[src/rtl/bmpt_pkg.sv]
package bmpt_pkg;

	localparam int PACKET_BYTES = 4;

	localparam logic [1:0] CMD_START = 2'd0;
	localparam logic [1:0] CMD_RX    = 2'd1;
	localparam logic [1:0] CMD_TICK  = 2'd2;

	localparam logic [2:0] ERR_OK           = 3'd0;
	localparam logic [2:0] ERR_ECHO_TIMEOUT = 3'd1;
	localparam logic [2:0] ERR_ECHO_MISMATCH = 3'd2;
	localparam logic [2:0] ERR_REPLY_TIMEOUT = 3'd3;
	localparam logic [2:0] ERR_CHECKSUM     = 3'd4;
	localparam logic [2:0] ERR_INCOMPLETE   = 3'd5;

	localparam logic [7:0] ECHO_TIMEOUT_RESET = 8'd30;
	localparam logic [2:0] GROUP_MARK = 3'd4;

	localparam logic KIND_TX   = 1'b0;
	localparam logic KIND_DONE = 1'b1;

	// One queued job: either a whole packet to transmit or one completion.
	typedef struct packed {
		logic                          is_tx;
		logic [PACKET_BYTES-1:0][7:0]  bytes;
		logic [2:0]                    err;
		logic [7:0]                    status;
		logic [15:0]                   data;
	} job_t;

endpackage

[src/rtl/bus_master_packet_transaction.sv]
// Host side of a half-duplex four-byte packet bus.
// Input channel (in_valid/in_stall) carries commands: start a transaction,
// a byte received from the bus, or a one-millisecond tick. Output channel
// (out_valid/out_stall) carries transmit bytes and one done item per
// transaction with its error code, reply status and reply data.
// cfg_we/cfg_wdata set the echo timeout in ticks; it resets to 30.
// A front stage updates the protocol state in the cycle an item is taken,
// so one input item is accepted every cycle while the job queue has room.
// Jobs (a whole packet, or a completion) go through a QUEUE_DEPTH-entry
// queue to the back stage, which loads one result per cycle into the
// output register unless the receiver stalls: a start gives four transmit
// transfers, the first valid after the queue and the output register, a
// completion one transfer. Output throughput is set by the back stage,
// one result per cycle unless the receiver stalls. When it stalls, the
// output register holds; once the queue fills, in_stall rises. Reset
// empties the queue, drops the output and returns the bus state to idle.
module bus_master_packet_transaction #(
	parameter int QUEUE_DEPTH = 4
) (
	input  logic        clk,
	input  logic        arst_n,
	input  logic        cfg_we,
	input  logic [7:0]  cfg_wdata,
	input  logic        in_valid,
	output logic        in_stall,
	input  logic [1:0]  command,
	input  logic [4:0]  op_code,
	input  logic        group_flag,
	input  logic [9:0]  address,
	input  logic [7:0]  payload,
	input  logic        want_reply,
	input  logic [7:0]  reply_timeout,
	input  logic [7:0]  rx_byte,
	output logic        out_valid,
	input  logic        out_stall,
	output logic        kind,
	output logic [7:0]  tx_byte,
	output logic        last_byte,
	output logic [2:0]  error_code,
	output logic [7:0]  reply_status,
	output logic [15:0] reply_data
);
	import bmpt_pkg::*;

	logic accept;
	logic push;
	logic full;
	logic pop;
	logic head_valid;
	job_t push_job;
	job_t head_job;

	assign in_stall = full;
	assign accept   = in_valid && !full;

	bmpt_front u_front (
		.clk           (clk),
		.arst_n        (arst_n),
		.cfg_we        (cfg_we),
		.cfg_wdata     (cfg_wdata),
		.accept        (accept),
		.command       (command),
		.op_code       (op_code),
		.group_flag    (group_flag),
		.address       (address),
		.payload       (payload),
		.want_reply    (want_reply),
		.reply_timeout (reply_timeout),
		.rx_byte       (rx_byte),
		.push          (push),
		.push_job      (push_job)
	);

	bmpt_queue #(
		.DEPTH (QUEUE_DEPTH)
	) u_queue (
		.clk        (clk),
		.arst_n     (arst_n),
		.push       (push),
		.push_job   (push_job),
		.full       (full),
		.pop        (pop),
		.head_valid (head_valid),
		.head_job   (head_job)
	);

	bmpt_back u_back (
		.clk          (clk),
		.arst_n       (arst_n),
		.head_valid   (head_valid),
		.head_job     (head_job),
		.pop          (pop),
		.out_valid    (out_valid),
		.out_stall    (out_stall),
		.kind         (kind),
		.tx_byte      (tx_byte),
		.last_byte    (last_byte),
		.error_code   (error_code),
		.reply_status (reply_status),
		.reply_data   (reply_data)
	);

endmodule

[src/rtl/bmpt_queue.sv]
module bmpt_queue #(
	parameter int DEPTH = 4
) (
	input  logic           clk,
	input  logic           arst_n,
	input  logic           push,
	input  bmpt_pkg::job_t push_job,
	output logic           full,
	input  logic           pop,
	output logic           head_valid,
	output bmpt_pkg::job_t head_job
);
	import bmpt_pkg::*;

	localparam int PW = (DEPTH > 1) ? $clog2(DEPTH) : 1;
	localparam int CW = $clog2(DEPTH + 1);

	job_t          mem_q [DEPTH];
	logic [PW-1:0] wr_ptr_q;
	logic [PW-1:0] rd_ptr_q;
	logic [CW-1:0] count_q;

	assign full       = (count_q == CW'(DEPTH));
	assign head_valid = (count_q != '0);
	assign head_job   = mem_q[rd_ptr_q];

	always_ff @(posedge clk) begin
		if (push) begin
			mem_q[wr_ptr_q] <= push_job;
		end
	end

	always_ff @(posedge clk or negedge arst_n) begin
		if (!arst_n) begin
			wr_ptr_q <= '0;
			rd_ptr_q <= '0;
			count_q  <= '0;
		end else begin
			if (push) begin
				wr_ptr_q <= (wr_ptr_q == PW'(DEPTH - 1)) ? '0 : wr_ptr_q + 1'b1;
			end
			if (pop) begin
				rd_ptr_q <= (rd_ptr_q == PW'(DEPTH - 1)) ? '0 : rd_ptr_q + 1'b1;
			end
			if (push && !pop) begin
				count_q <= count_q + 1'b1;
			end else if (pop && !push) begin
				count_q <= count_q - 1'b1;
			end
		end
	end

endmodule

[src/rtl/bmpt_front.sv]
module bmpt_front (
	input  logic           clk,
	input  logic           arst_n,
	input  logic           cfg_we,
	input  logic [7:0]     cfg_wdata,
	input  logic           accept,
	input  logic [1:0]     command,
	input  logic [4:0]     op_code,
	input  logic           group_flag,
	input  logic [9:0]     address,
	input  logic [7:0]     payload,
	input  logic           want_reply,
	input  logic [7:0]     reply_timeout,
	input  logic [7:0]     rx_byte,
	output logic           push,
	output bmpt_pkg::job_t push_job
);
	import bmpt_pkg::*;

	typedef enum logic [1:0] {
		PH_IDLE,
		PH_ECHO,
		PH_REPLY
	} phase_t;

	phase_t     phase_q, phase_d;
	logic [1:0] idx_q, idx_d;
	logic [7:0] elapsed_q, elapsed_d;
	logic [7:0] sum_q, sum_d;
	logic       want_q, want_d;
	logic [7:0] limit_q, limit_d;
	logic [7:0] echo_timeout_q;

	logic [PACKET_BYTES-1:0][7:0] sent_q;
	logic [PACKET_BYTES-2:0][7:0] reply_q;
	logic                         sent_we;
	logic                         reply_we;

	logic [PACKET_BYTES-1:0][7:0] pkt;
	logic [7:0]                   tick_limit;
	logic                         busy;

	// Packet framing for a start request.
	always_comb begin
		pkt[0] = {op_code, (group_flag ? GROUP_MARK : {1'b0, address[9:8]})};
		pkt[1] = address[7:0];
		pkt[2] = payload;
		pkt[3] = {1'b0, 7'(pkt[0][6:0] + pkt[1][6:0] + pkt[2][6:0])};
	end

	assign busy       = (phase_q == PH_ECHO) || (phase_q == PH_REPLY);
	assign tick_limit = (phase_q == PH_ECHO) ? echo_timeout_q : limit_q;

	always_comb begin
		phase_d   = phase_q;
		idx_d     = idx_q;
		elapsed_d = elapsed_q;
		sum_d     = sum_q;
		want_d    = want_q;
		limit_d   = limit_q;
		sent_we   = 1'b0;
		reply_we  = 1'b0;
		push      = 1'b0;
		push_job  = '0;
		push_job.is_tx = 1'b0;

		if (accept) begin
			unique case (command)
				CMD_START: begin
					if (!busy) begin
						sent_we        = 1'b1;
						push           = 1'b1;
						push_job.is_tx = 1'b1;
						push_job.bytes = pkt;
						phase_d        = PH_ECHO;
						idx_d          = '0;
						elapsed_d      = '0;
						sum_d          = '0;
						want_d         = want_reply;
						limit_d        = reply_timeout;
					end
				end
				CMD_TICK: begin
					if (busy) begin
						if (elapsed_q == tick_limit) begin
							push      = 1'b1;
							phase_d   = PH_IDLE;
							idx_d     = '0;
							elapsed_d = '0;
							if (phase_q == PH_ECHO) begin
								push_job.err = ERR_ECHO_TIMEOUT;
							end else if (idx_q != '0) begin
								push_job.err = ERR_INCOMPLETE;
							end else begin
								push_job.err = ERR_REPLY_TIMEOUT;
							end
						end else begin
							elapsed_d = elapsed_q + 1'b1;
						end
					end
				end
				CMD_RX: begin
					if (phase_q == PH_ECHO) begin
						if (rx_byte != sent_q[idx_q]) begin
							push         = 1'b1;
							push_job.err = ERR_ECHO_MISMATCH;
							phase_d      = PH_IDLE;
							idx_d        = '0;
							elapsed_d    = '0;
						end else if (idx_q != 2'(PACKET_BYTES - 1)) begin
							idx_d = idx_q + 1'b1;
						end else if (!want_q) begin
							push         = 1'b1;
							push_job.err = ERR_OK;
							phase_d      = PH_IDLE;
							idx_d        = '0;
							elapsed_d    = '0;
						end else begin
							phase_d   = PH_REPLY;
							idx_d     = '0;
							elapsed_d = '0;
							sum_d     = '0;
						end
					end else if (phase_q == PH_REPLY) begin
						if (idx_q != 2'(PACKET_BYTES - 1)) begin
							reply_we = 1'b1;
							sum_d    = sum_q + rx_byte;
							idx_d    = idx_q + 1'b1;
						end else begin
							push      = 1'b1;
							phase_d   = PH_IDLE;
							idx_d     = '0;
							elapsed_d = '0;
							if (rx_byte[6:0] != sum_q[6:0]) begin
								push_job.err = ERR_CHECKSUM;
							end else begin
								push_job.err    = ERR_OK;
								push_job.status = reply_q[0];
								push_job.data   = {reply_q[2], reply_q[1]};
							end
						end
					end
				end
				default: begin
				end
			endcase
		end
	end

	always_ff @(posedge clk) begin
		if (sent_we) begin
			sent_q <= pkt;
		end
		if (reply_we) begin
			reply_q[idx_q] <= rx_byte;
		end
	end

	always_ff @(posedge clk or negedge arst_n) begin
		if (!arst_n) begin
			phase_q        <= PH_IDLE;
			idx_q          <= '0;
			elapsed_q      <= '0;
			sum_q          <= '0;
			want_q         <= 1'b0;
			limit_q        <= '0;
			echo_timeout_q <= ECHO_TIMEOUT_RESET;
		end else begin
			phase_q   <= phase_d;
			idx_q     <= idx_d;
			elapsed_q <= elapsed_d;
			sum_q     <= sum_d;
			want_q    <= want_d;
			limit_q   <= limit_d;
			if (cfg_we) begin
				echo_timeout_q <= cfg_wdata;
			end
		end
	end

endmodule

[src/rtl/bmpt_back.sv]
module bmpt_back (
	input  logic           clk,
	input  logic           arst_n,
	input  logic           head_valid,
	input  bmpt_pkg::job_t head_job,
	output logic           pop,
	output logic           out_valid,
	input  logic           out_stall,
	output logic           kind,
	output logic [7:0]     tx_byte,
	output logic           last_byte,
	output logic [2:0]     error_code,
	output logic [7:0]     reply_status,
	output logic [15:0]    reply_data
);
	import bmpt_pkg::*;

	logic       out_valid_q;
	logic       kind_q;
	logic [7:0] tx_byte_q;
	logic       last_byte_q;
	logic [2:0] error_code_q;
	logic [7:0] reply_status_q;
	logic [15:0] reply_data_q;
	logic [1:0] sub_q;
	logic       load;
	logic       sub_last;

	assign load     = head_valid && (!out_valid_q || !out_stall);
	assign sub_last = (sub_q == 2'(PACKET_BYTES - 1));
	// A packet job stays at the head until its fourth byte has been loaded.
	assign pop      = load && (!head_job.is_tx || sub_last);

	always_ff @(posedge clk) begin
		if (load) begin
			if (head_job.is_tx) begin
				kind_q         <= KIND_TX;
				tx_byte_q      <= head_job.bytes[sub_q];
				last_byte_q    <= sub_last;
				error_code_q   <= ERR_OK;
				reply_status_q <= '0;
				reply_data_q   <= '0;
			end else begin
				kind_q         <= KIND_DONE;
				tx_byte_q      <= '0;
				last_byte_q    <= 1'b0;
				error_code_q   <= head_job.err;
				reply_status_q <= head_job.status;
				reply_data_q   <= head_job.data;
			end
		end
	end

	always_ff @(posedge clk or negedge arst_n) begin
		if (!arst_n) begin
			out_valid_q <= 1'b0;
			sub_q       <= '0;
		end else begin
			if (load) begin
				out_valid_q <= 1'b1;
			end else if (!out_stall) begin
				out_valid_q <= 1'b0;
			end
			if (load && head_job.is_tx) begin
				sub_q <= sub_last ? '0 : sub_q + 1'b1;
			end
		end
	end

	assign out_valid    = out_valid_q;
	assign kind         = kind_q;
	assign tx_byte      = tx_byte_q;
	assign last_byte    = last_byte_q;
	assign error_code   = error_code_q;
	assign reply_status = reply_status_q;
	assign reply_data   = reply_data_q;

endmodule

[config.mk]
export PLATFORM = sky130hd
export DESIGN_NAME = bus_master_packet_transaction
export DESIGN_NICKNAME = d
export VERILOG_FILES = /design/src/rtl/bmpt_pkg.sv /design/src/rtl/bus_master_packet_transaction.sv /design/src/rtl/bmpt_queue.sv /design/src/rtl/bmpt_front.sv /design/src/rtl/bmpt_back.sv
export SDC_FILE = /design/constraint.sdc
export NUM_CORES = 1
export LEC_CHECK = 0
export BUFFER_PORTS_ARGS = -buffer_cell sky130_fd_sc_hd__buf_2
export CORE_MARGIN = 2
export CORE_UTILIZATION = 38
export DETAILED_ROUTE_END_ITERATION = 16
export GPL_TIMING_DRIVEN = 0
export HOLD_SLACK_MARGIN = 0.06
export SLEW_MARGIN = 40
export SYNTH_ARGS = -nofsm -noshare
export SYNTH_HDL_FRONTEND = slang
export SYNTH_SLANG_ARGS = --single-unit
[constraint.sdc]
create_clock -name clk -period 4.3 [get_ports clk]
set_clock_uncertainty 0.15 [all_clocks]
set_input_delay 0 -clock clk [delete_from_list [all_inputs] [get_ports clk]]
set_output_delay 0 -clock clk [all_outputs]
set_load 0.01 [all_outputs]
==> results.ini, run 1 <==
[pwr]
p_per_area_nw_per_um2=580
finalPower_w=0.0112
ir_drop_v=0.000281
power.leakage_nw=6.94

[worst_setup_path]
cp_slowest_cell=nor4_2
setup.worst_path.end_class=flip-flop
worstPathArrival_ps=4260
critPathMaxStageDelay_ps=470
path_max_fanout=10
startpoint_type=flip-flop
path_class=flip-flop to flip-flop
crit_chain=inv_1 -> ha_1 -> buf_2 -> mux2i_1 -> xnor2_1 -> nor4_2 -> nand4b_1 -> a311oi_4 -> ha_1 -> inv_1 -> fa_1 -> xor2_1 -> nor2_1 -> xor2_1
cp.required_ps=4640

[cts]
cts_tree=built
htree_levels=2
post_cts_buffers=0
clockBufferDepth=3
numCtsBuffers=41
clk_latency_ps=560
cts-root-buf=clkbuf_16
clock-sinks=374
clk_pin_slew_ps=60

[grt]
grt_max_degree=45
overflow=0
grt_pass1_wl_um=50800
grt_pass1_vias=8540
grt.total_usage_pct=16.3
antenna_found_initial=1

[sta]
fmax_ghz=0.255
finalCritPeriodShare_pct=91.1
relSlewSlack_pct=46.0
grt_setup_unrepaired=false
setup_violations=0
worst_pin_slew_ps=802
fin_ws_ps=381
hold-worst-slack_ps=76.3
fin_crit_ps=3920
hold_viol_final=0
final_max_slew_viol_count=0

[synth]
ys_warn_count=0
synth_cell_types=57
seq_area_frac_synth_pct=70.5
synth_edf_count=328
syn_area_um2=15600
ys_ff_latch=374
avgSynthCellArea_um2=18.4
async_reset_ff_share_pct=12.3
syn_inst=849
synthFlopType=edfxtp_1
syn-num-nets=943

[place]
dp_hpwl_um=21500
io_buffers=93
gp_congestion=0.766
placed_area_um2=17000
dp_slack_ps=110

[finish]
final_area_um2=19300
nets=1186
drive_gt1_share_pct=27.1
utilization_pct=47.6
area_delta_synth_final_pct=23.9

[die]
die_h_um=207
pin_count=95
rows=74
die_w_um=207
initial_utilization_pct=38.4
die_area_um2=42700
core_um2=40600

[drt]
viasPerCell=4.89
wire_per_inst_um=19.8
drt-initial-drc-count=506
drc=0
drt_wl_total_um=32800
vias=8114
ant_nets=0
drt-pass1-iter-count=5

[run]
maxCapViolCount=0

[run_status]
status=finished clean

[worst_hold_path]
holdCritPathClass=input port to flip-flop

registers in the layout, indices dropped and copies added, names as in the netlist, 3 cells and up:
| name | cells |
|---|---|
| u_back.tx_byte | 8 |
| u_front.sent_q | 31 |
| u_front.limit_q | 8 |
| u_queue.count_q | 3 |
| u_back.error_code | 3 |
| u_front.reply_q | 24 |
| u_queue.mem_q | 236 |
| u_front.elapsed_q | 8 |
| u_front.echo_timeout_q | 8 |
| u_front.sum_q | 7 |
| u_back.reply_status | 8 |
| u_back.reply_data | 16 |
where the power goes:
group	internal, W	switching [W]	leakage (nW)
Combinational	0.00145	0.00156	2.67
Sequential	0.00451	0.000209	3.61
Clock	0.00207	0.00142	0.664
Total	0.00802	0.00319	6.94
final cells by class:
cell class | instances | area [um2]
fillers | 3401 | 21300
flip-flops and latches | 374 | 11000
multi-input cells | 416 | 4420
repair buffers | 200 | 1640
clock buffers | 48 | 1050
well taps | 532 | 666
clock inverters | 28 | 292
plain buffers | 33 | 153
inverters | 26 | 97.6
diodes | 1 | 2.50
metal layers:
layer	wire (um)	vias up	track usage [%]	share of wire (%)
met5	0	-	0	0
met4	668	0	4.16	2.0
met3	1610	47	3.45	4.9
met2	16500	163	27.7	50
met1	14000	4107	21.3	43
li1	-	3797	-	-
layout by cell type (no fill, tap or decap), drive strengths merged, types with 3 or more instances in the layout:
cell,count
o21ai,5
nor3b,3
a21oi,13
o31ai,4
clkbuf,69
xnor2,25
dfstp,4
and3,5
nand2,16
a31oi,6
nor4,7
inv,27
dfrtp,42
ha,29
clkinv,20
nor2,12
mux4,72
nor2b,8
fa,9
o21bai,3
xor2,5
nand3,8
nor3,11
mux2,25
nand2b,6
bufinv,5
a21o,6
edfxtp,328
mux2i,18
dlygate4sd3,91
and2,94
buf,121
o22ai,3
worst max-delay path: cells and delay by family (launching register included):
kind / cells / cell delay (ps)
AOI/OAI and AO/OA: 1 / 450
DFF: 1 / 390
buffers and inverters: 3 / 460
and+or+nand+nor: 3 / 900
xor gates and xnor gates: 3 / 420
muxes: 1 / 280
adders and majority gates: 3 / 800
logic make-up after synthesis:
family / Yosys count / share of synthesized area, %
xor gates and xnor gates: 30 / 1.73
DFF: 374 / 70.5
adders and majority gates: 38 / 3.48
and+or+nand+nor: 175 / 6.53
muxes: 115 / 13.3
AOI/OAI and AO/OA: 58 / 2.88
buffers and inverters: 59 / 1.53
cell usage after synthesis (2+ instances only):
library cell / n / area (um2)
o31ai_1: 3 / 22.5
nor2b_1: 8 / 50.1
buf_1: 5 / 18.8
xnor2_1: 24 / 210
mux2_1: 6 / 67.6
o2bb2ai_1: 2 / 17.5
nand3_1: 8 / 40.0
inv_1: 26 / 97.6
nor2_1: 12 / 45.0
buf_2: 8 / 40.0
ha_1: 29 / 363
clkbuf_1: 19 / 71.3
o21ai_0: 4 / 20.0
nor3b_1: 3 / 22.5
and2_1: 94 / 588
nand4b_1: 2 / 17.5
and3_1: 5 / 31.3
nor3_1: 11 / 55.1
o21bai_1: 3 / 22.5
o22ai_1: 3 / 18.8
edfxtp_1: 328 / 9850
mux4_2: 72 / 1620
a21oi_1: 13 / 65.1
nor4_1: 7 / 43.8
fa_1: 9 / 180
dfrtp_1: 42 / 1050
nand2b_1: 6 / 37.5
a31oi_1: 6 / 37.5
a21o_1: 6 / 45.0
a211oi_1: 2 / 15.0
mux2i_1: 18 / 180
xor2_1: 5 / 43.8
mux2_2: 19 / 214
dfstp_2: 4 / 105
nand2_1: 15 / 56.3
through the flow:
| stage | std cells | setup TNS (ps) |
|---|---|---|
| finish | 1658 | 0 |
| global route | 1658 | 0 |
| CTS | 1657 | 0 |
| detailed placement | 1489 | 0 |
| global placement | 1474 | -401230 |
| floorplan | 849 | 0 |
timing repair:
action / CTS / global route
hold buffers: 92 / 0
resized for setup: 0 / 2
endpoints found under the hold margin: 294 / 0
setup endpoints to repair: 0 / 74
path summary, 6_finish.rpt:
check / start / endpoint / slack [ps] / cells after the start
max: u_front.phase_q[1] / u_queue.count_q[2] / 380 / 14
min: address[2] / u_front.sent_q[10] / 80 / 2
max reg2reg: u_front.phase_q[1] / u_queue.count_q[2] / 380 / 14
min reg2reg: u_queue.count_q[2] / u_queue.count_q[2] / 340 / 1
max in group asynchronous: arst_n / u_front.sum_q[2] / 3380 / 4
min in group asynchronous: arst_n / u_front.echo_timeout_q[2] / 360 / 3
No activity file was read; power rests on OpenSTA's default activity.
==> run 2, diff against run 1 <==
--- a/config.mk
+++ b/config.mk
@@ -6,10 +6,8 @@
 export NUM_CORES = 1
 export LEC_CHECK = 0
 export BUFFER_PORTS_ARGS = -buffer_cell sky130_fd_sc_hd__buf_2
-export CORE_MARGIN = 2
 export CORE_UTILIZATION = 38
 export DETAILED_ROUTE_END_ITERATION = 16
-export GPL_TIMING_DRIVEN = 0
 export HOLD_SLACK_MARGIN = 0.06
 export SLEW_MARGIN = 40
 export SYNTH_ARGS = -nofsm -noshare
==> run 2 against run 1 <==
Compared with the run above:
- sequential share of layout area is 0.98 points higher
- clock-buffer cell count rose by 2
- setup slack worse by 68 ps
- critical path type unchanged
- worst hold slack better by 11 ps
- flip-flop and latch count unchanged
- non-clock buffer count shrank 36
- highest routed layer unchanged
- global-route usage is 0.056 points lower
==> results.ini, run 2 (same netlist as run 1, synthesis figures left out) <==
[drt]
viasPerCell=4.99
wl_met1_um=14100
routed.top_layer=met4
drc=0
drt-initial-drc-count=495
vias=8042
wire_per_inst_um=20.1
drt_wl_total_um=32400
ant_nets=0
wl_met3_um=1550
drt-pass1-iter-count=4
met2WireLength_um=16300

[finish]
largest_reg_flops=236
diodes=0
regMostFlops=u_queue.mem_q
drive_gt1_share_pct=26.3
layout_common_cells=328 x edfxtp_1, 94 x buf_2, 90 x and2_1
reg.largest.list=u_queue.mem_q: 236 flops, u_front.sent_q: 31 flops, u_front.reply_q: 24 flops
nets=1149
area_delta_synth_final_pct=21.8
layout_commonest_cell=edfxtp_1

[sta]
setup_violations=0
tns_ps=0
finalCritPeriodShare_pct=92.7
final_max_slew_viol_count=0
relSlewSlack_pct=45.9
hold-worst-slack_ps=87.1
worst_pin_slew_ps=803
hold_viol_final=0
grt_setup_unrepaired=false
fmax_ghz=0.251
fin_crit_ps=3990

[cts]
post_cts_buffers=0
ctsHoldBuffers=82
clk_pin_slew_ps=60
htree_levels=2
clockBufferDepth=3
cts.repair.resized=0
clock-sinks=374
cts-root-buf=clkbuf_16
numCtsBuffers=40
clk_latency_ps=570
cts_tree=built

[worst_hold_path]
holdCritPathClass=input port to flip-flop

[worst_setup_path]
path_max_fanout=9
cp.required_ps=4630
ff2ff_setup_slack_ps=310
path_class=flip-flop to flip-flop
startpoint_type=flip-flop
setup.worst_path.end_class=flip-flop
worstPathArrival_ps=4310

[die]
rows=73
die_w_um=205
core_um2=40100
pin_count=95
initial_utilization_pct=38.9
die_h_um=205
die_area_um2=41900

[pwr]
clkPwrFrac_pct=31.6
power.leakage_nw=6.79
power.switching_w=0.00309
ir_drop_v=0.000347
p_comb_share_pct=25.4
seqPwrFrac_pct=43.0
p_per_area_nw_per_um2=581
switching_share_pct=28.0
cellInternalPower_w=0.00796

[place]
gp_congestion=0.771
dp_hpwl_um=19300
io_buffers=94

[grt]
grt_pass1_vias=8470
overflow=0
antenna_found_initial=0
grt_max_degree=60
grt.total_usage_pct=16.2
grt_pass1_wl_um=50400

[run]
maxCapViolCount=0

[run_status]
status=finished clean

[run 2: critical path, stage by stage, from the launching register on]
cell,delay [ps]
dfrtp_1,390
inv_1,80
ha_1,480
mux2i_1,280
xnor2_1,90
nor4_1,520
nand4b_1,330
a311oi_4,420
ha_1,250
inv_1,70
fa_1,430
xor2_1,170
nor2_1,110
xor2_1,140
[run 2: routing by layer]
layer  vias to the layer above  GRT usage (%)
li1                       3710              -
met1                      4114           21.4
met2                       184           27.3
met3                        34           3.13
met4                         0           4.40
met5                         -              0
[run 2: layout make-up]
class	instances	area (um2)
Clock buffer	50	1050
Timing Repair Buffer	197	1520
Tap cell	525	657
Clock inverter	23	292
Inverter	26	97.6
Multi-Input combinational cell	416	4390
Fill cell	3321	21100
Sequential cell	374	11000
[run 2: through the flow]
stage               instance area [um2]  instances  power [W]  util [%]  setup slack, ps
floorplan                         15600        849    0.00677         -              170
global placement                  16800       1455    0.00758      42.0              378
detailed placement                16800       1456    0.00763      42.0              274
CTS                               19000       1611     0.0112      47.4              249
global route                      19000       1611     0.0116      47.4             49.6
finish                            19000       1611     0.0111      47.4              313
[run 2: power by group through the flow]
stage	Clock [W]	Combinational (W)	Sequential, W
6_report	0.00349	0.00280	0.00475
3_5_place_dp	0	0.00280	0.00483
2_1_floorplan	0	0.00194	0.00484
5_1_grt	0.00373	0.00307	0.00481
4_1_cts	0.00358	0.00287	0.00476
3_3_place_gp	0	0.00275	0.00483
[run 2: path summary, 6_finish.rpt]
| path | start | end | cells past startpoint |
|---|---|---|---|
| max in group asynchronous | arst_n | u_queue.rd_ptr_q[0] | 4 |
| worst min register to register | u_queue.count_q[2] | u_queue.count_q[2] | 1 |
| worst max register to register | u_front.phase_q[1] | u_queue.count_q[2] | 13 |
| min in group asynchronous | arst_n | u_front.sum_q[6] | 4 |
| worst min-delay path | payload[0] | u_front.sent_q[16] | 2 |
| worst max-delay path | u_front.phase_q[1] | u_queue.count_q[2] | 13 |
==> run 3, diff against run 2 <==
--- a/config.mk
+++ b/config.mk
@@ -6,9 +6,12 @@
 export NUM_CORES = 1
 export LEC_CHECK = 0
 export BUFFER_PORTS_ARGS = -buffer_cell sky130_fd_sc_hd__buf_2
+export CELL_PAD_IN_SITES_DETAIL_PLACEMENT = 2
+export CELL_PAD_IN_SITES_GLOBAL_PLACEMENT = 2
 export CORE_UTILIZATION = 38
 export DETAILED_ROUTE_END_ITERATION = 16
 export HOLD_SLACK_MARGIN = 0.06
+export PLACE_DENSITY_LB_ADDON = 0.1
 export SLEW_MARGIN = 40
 export SYNTH_ARGS = -nofsm -noshare
 export SYNTH_HDL_FRONTEND = slang
==> constraint.sdc (replaced) <==
create_clock -name clk -period 4.3 [get_ports clk]
set_clock_uncertainty 0.15 [all_clocks]
set_input_delay 0 -clock clk [delete_from_list [all_inputs] [get_ports clk]]
set_output_delay 0 -clock clk [all_outputs]
set_load 0.02 [all_outputs]
==> run 3 against run 2 <==
Compared with the run above:
- cell area grew 0.72%
- register-to-register slack better by 120 ps
- critical path depth did not move
- setup slack improved by 120 ps
- flip-flop and latch count stayed put
- highest routed layer unchanged
- maximum frequency grew 3.1%
- first-iteration DRC count down 14%
- non-clock buffer count grew 15
- clock-buffer cell count rose by 12
- die area stayed put
- sequential share of layout area shrank 0.41 points
- largest power group unchanged
- cell count rose by 1.1%
==> results.ini, run 3 (same netlist as run 1, synthesis figures left out) <==
[run_status]
status=finished clean

[pwr]
p_per_area_nw_per_um2=586
ir_drop_v=0.000316
finalPower_w=0.0112
power.leakage_nw=6.85

[sta]
relSlewSlack_pct=54.1
fmax_ghz=0.259
setup_violations=0
final_max_slew_viol_count=0
worst_pin_slew_ps=682
fin_crit_ps=3870
tns_ps=0
hold_viol_final=0
finalCritPeriodShare_pct=89.9
grt_setup_unrepaired=false

[drt]
drc=0
drt-pass1-iter-count=4
drt-initial-drc-count=427
viasPerCell=5.06
wire_per_inst_um=23.7
ant_nets=0
vias=8250
drt_wl_total_um=38500

[grt]
overflow=0
grt_pass1_wl_um=59300
grt.total_usage_pct=19.3
grt_max_degree=60
antenna_found_initial=0
grt_pass1_vias=9467

[worst_setup_path]
startpoint_type=flip-flop
crit_chain=inv_1 -> ha_1 -> mux2i_1 -> xnor2_1 -> nor4_1 -> nand4b_1 -> a311oi_4 -> ha_1 -> inv_1 -> fa_1 -> xor2_1 -> nor2_1 -> xor2_1
worstPathArrival_ps=4200
crit_buf_inv=2
path_class=flip-flop to flip-flop
crit_family=adder cells
setup.worst_path.end_class=flip-flop
r2r_start=u_front.phase_q[1]
critPathMaxStageDelay_ps=470
cp_slowest_cell=ha_1
path_max_fanout=9
cp.required_ps=4640
cp-startpoint=u_front.phase_q[1]

[cts]
clock-sinks=374
clk_latency_ps=560
numCtsBuffers=43
htree_levels=2
clockBufferDepth=3
cts_tree=built
clk_pin_slew_ps=60
cts-root-buf=clkbuf_16

[run]
maxCapViolCount=0

[finish]
diodes=0
area_delta_synth_final_pct=22.7
regMostFlops=u_queue.mem_q
layout_commonest_cell=edfxtp_1
largest_reg_flops=236
drive_gt1_share_pct=26.5
reg.largest.list=u_queue.mem_q: 236 flops, u_front.sent_q: 31 flops, u_front.reply_q: 24 flops
layout_common_cells=328 x edfxtp_1, 94 x buf_2, 91 x dlygate4sd3_1
nets=1167

[die]
initial_utilization_pct=38.9
rows=73
die_h_um=205
pin_count=95
die_w_um=205
core_um2=40100
die_area_um2=41900

[place]
dp_hpwl_um=24400
io_buffers=94
gp_congestion=0.717

[worst_hold_path]
holdCritPathClass=input port to flip-flop
min_from=address[5]

-- run 3: cell type report --
type,instances,area [um2]
repair buffers,212,1680
clock inverters,14,88.8
inverters,26,97.6
multi-input cells,416,4400
well taps,525,657
clock buffers,62,1220
fillers,3630,20900
flip-flops and latches,374,11000
-- run 3: repair_timing --
action / CTS / global route
hold buffers: 91 / 0
gates resized for setup: 0 / 0
endpoints found under the hold margin: 242 / 0
setup buffers: 0 / 0
-- run 3: metrics by stage --
step                      setup WS, ps  area, um2  utilization (%)  instances  hold slack, ps
final                              432      19200             47.8       1629            78.5
after global routing              49.6      19200             47.8       1629            74.6
after CTS                          365      19100             47.7       1628            61.3
after detailed placement           403      16900             42.2       1461            10.8
after global placement             453      16900             42.2       1461            20.5
after floorplan                    170      15600                -        849            -446
-- run 3: final timing paths --
check,slack [ps],depth (start not counted),to
min in group asynchronous,490,4,u_front.sum_q[1]
hold / removal,80,2,u_front.sent_q[13]
hold reg to reg,340,1,u_front.sum_q[3]
setup / recovery,430,13,u_queue.count_q[2]
max in group asynchronous,3000,4,u_queue.rd_ptr_q[0]
setup reg to reg,430,13,u_queue.count_q[2]
-- run 3: power by group --
part | internal (W) | leakage, nW | switching [W]
registers | 0.00452 | 3.60 | 0.000350
clock network | 0.00197 | 0.634 | 0.00144
logic | 0.00141 | 2.61 | 0.00154
-- run 3: routing by layer --
layer | GRT usage [%] | share of wire (%) | wire, um
met1 | 25.2 | 45 | 17300
met2 | 33.2 | 50 | 19400
met3 | 3.17 | 2.8 | 1070
met4 | 4.98 | 2.0 | 772
met5 | 0 | 0 | 0
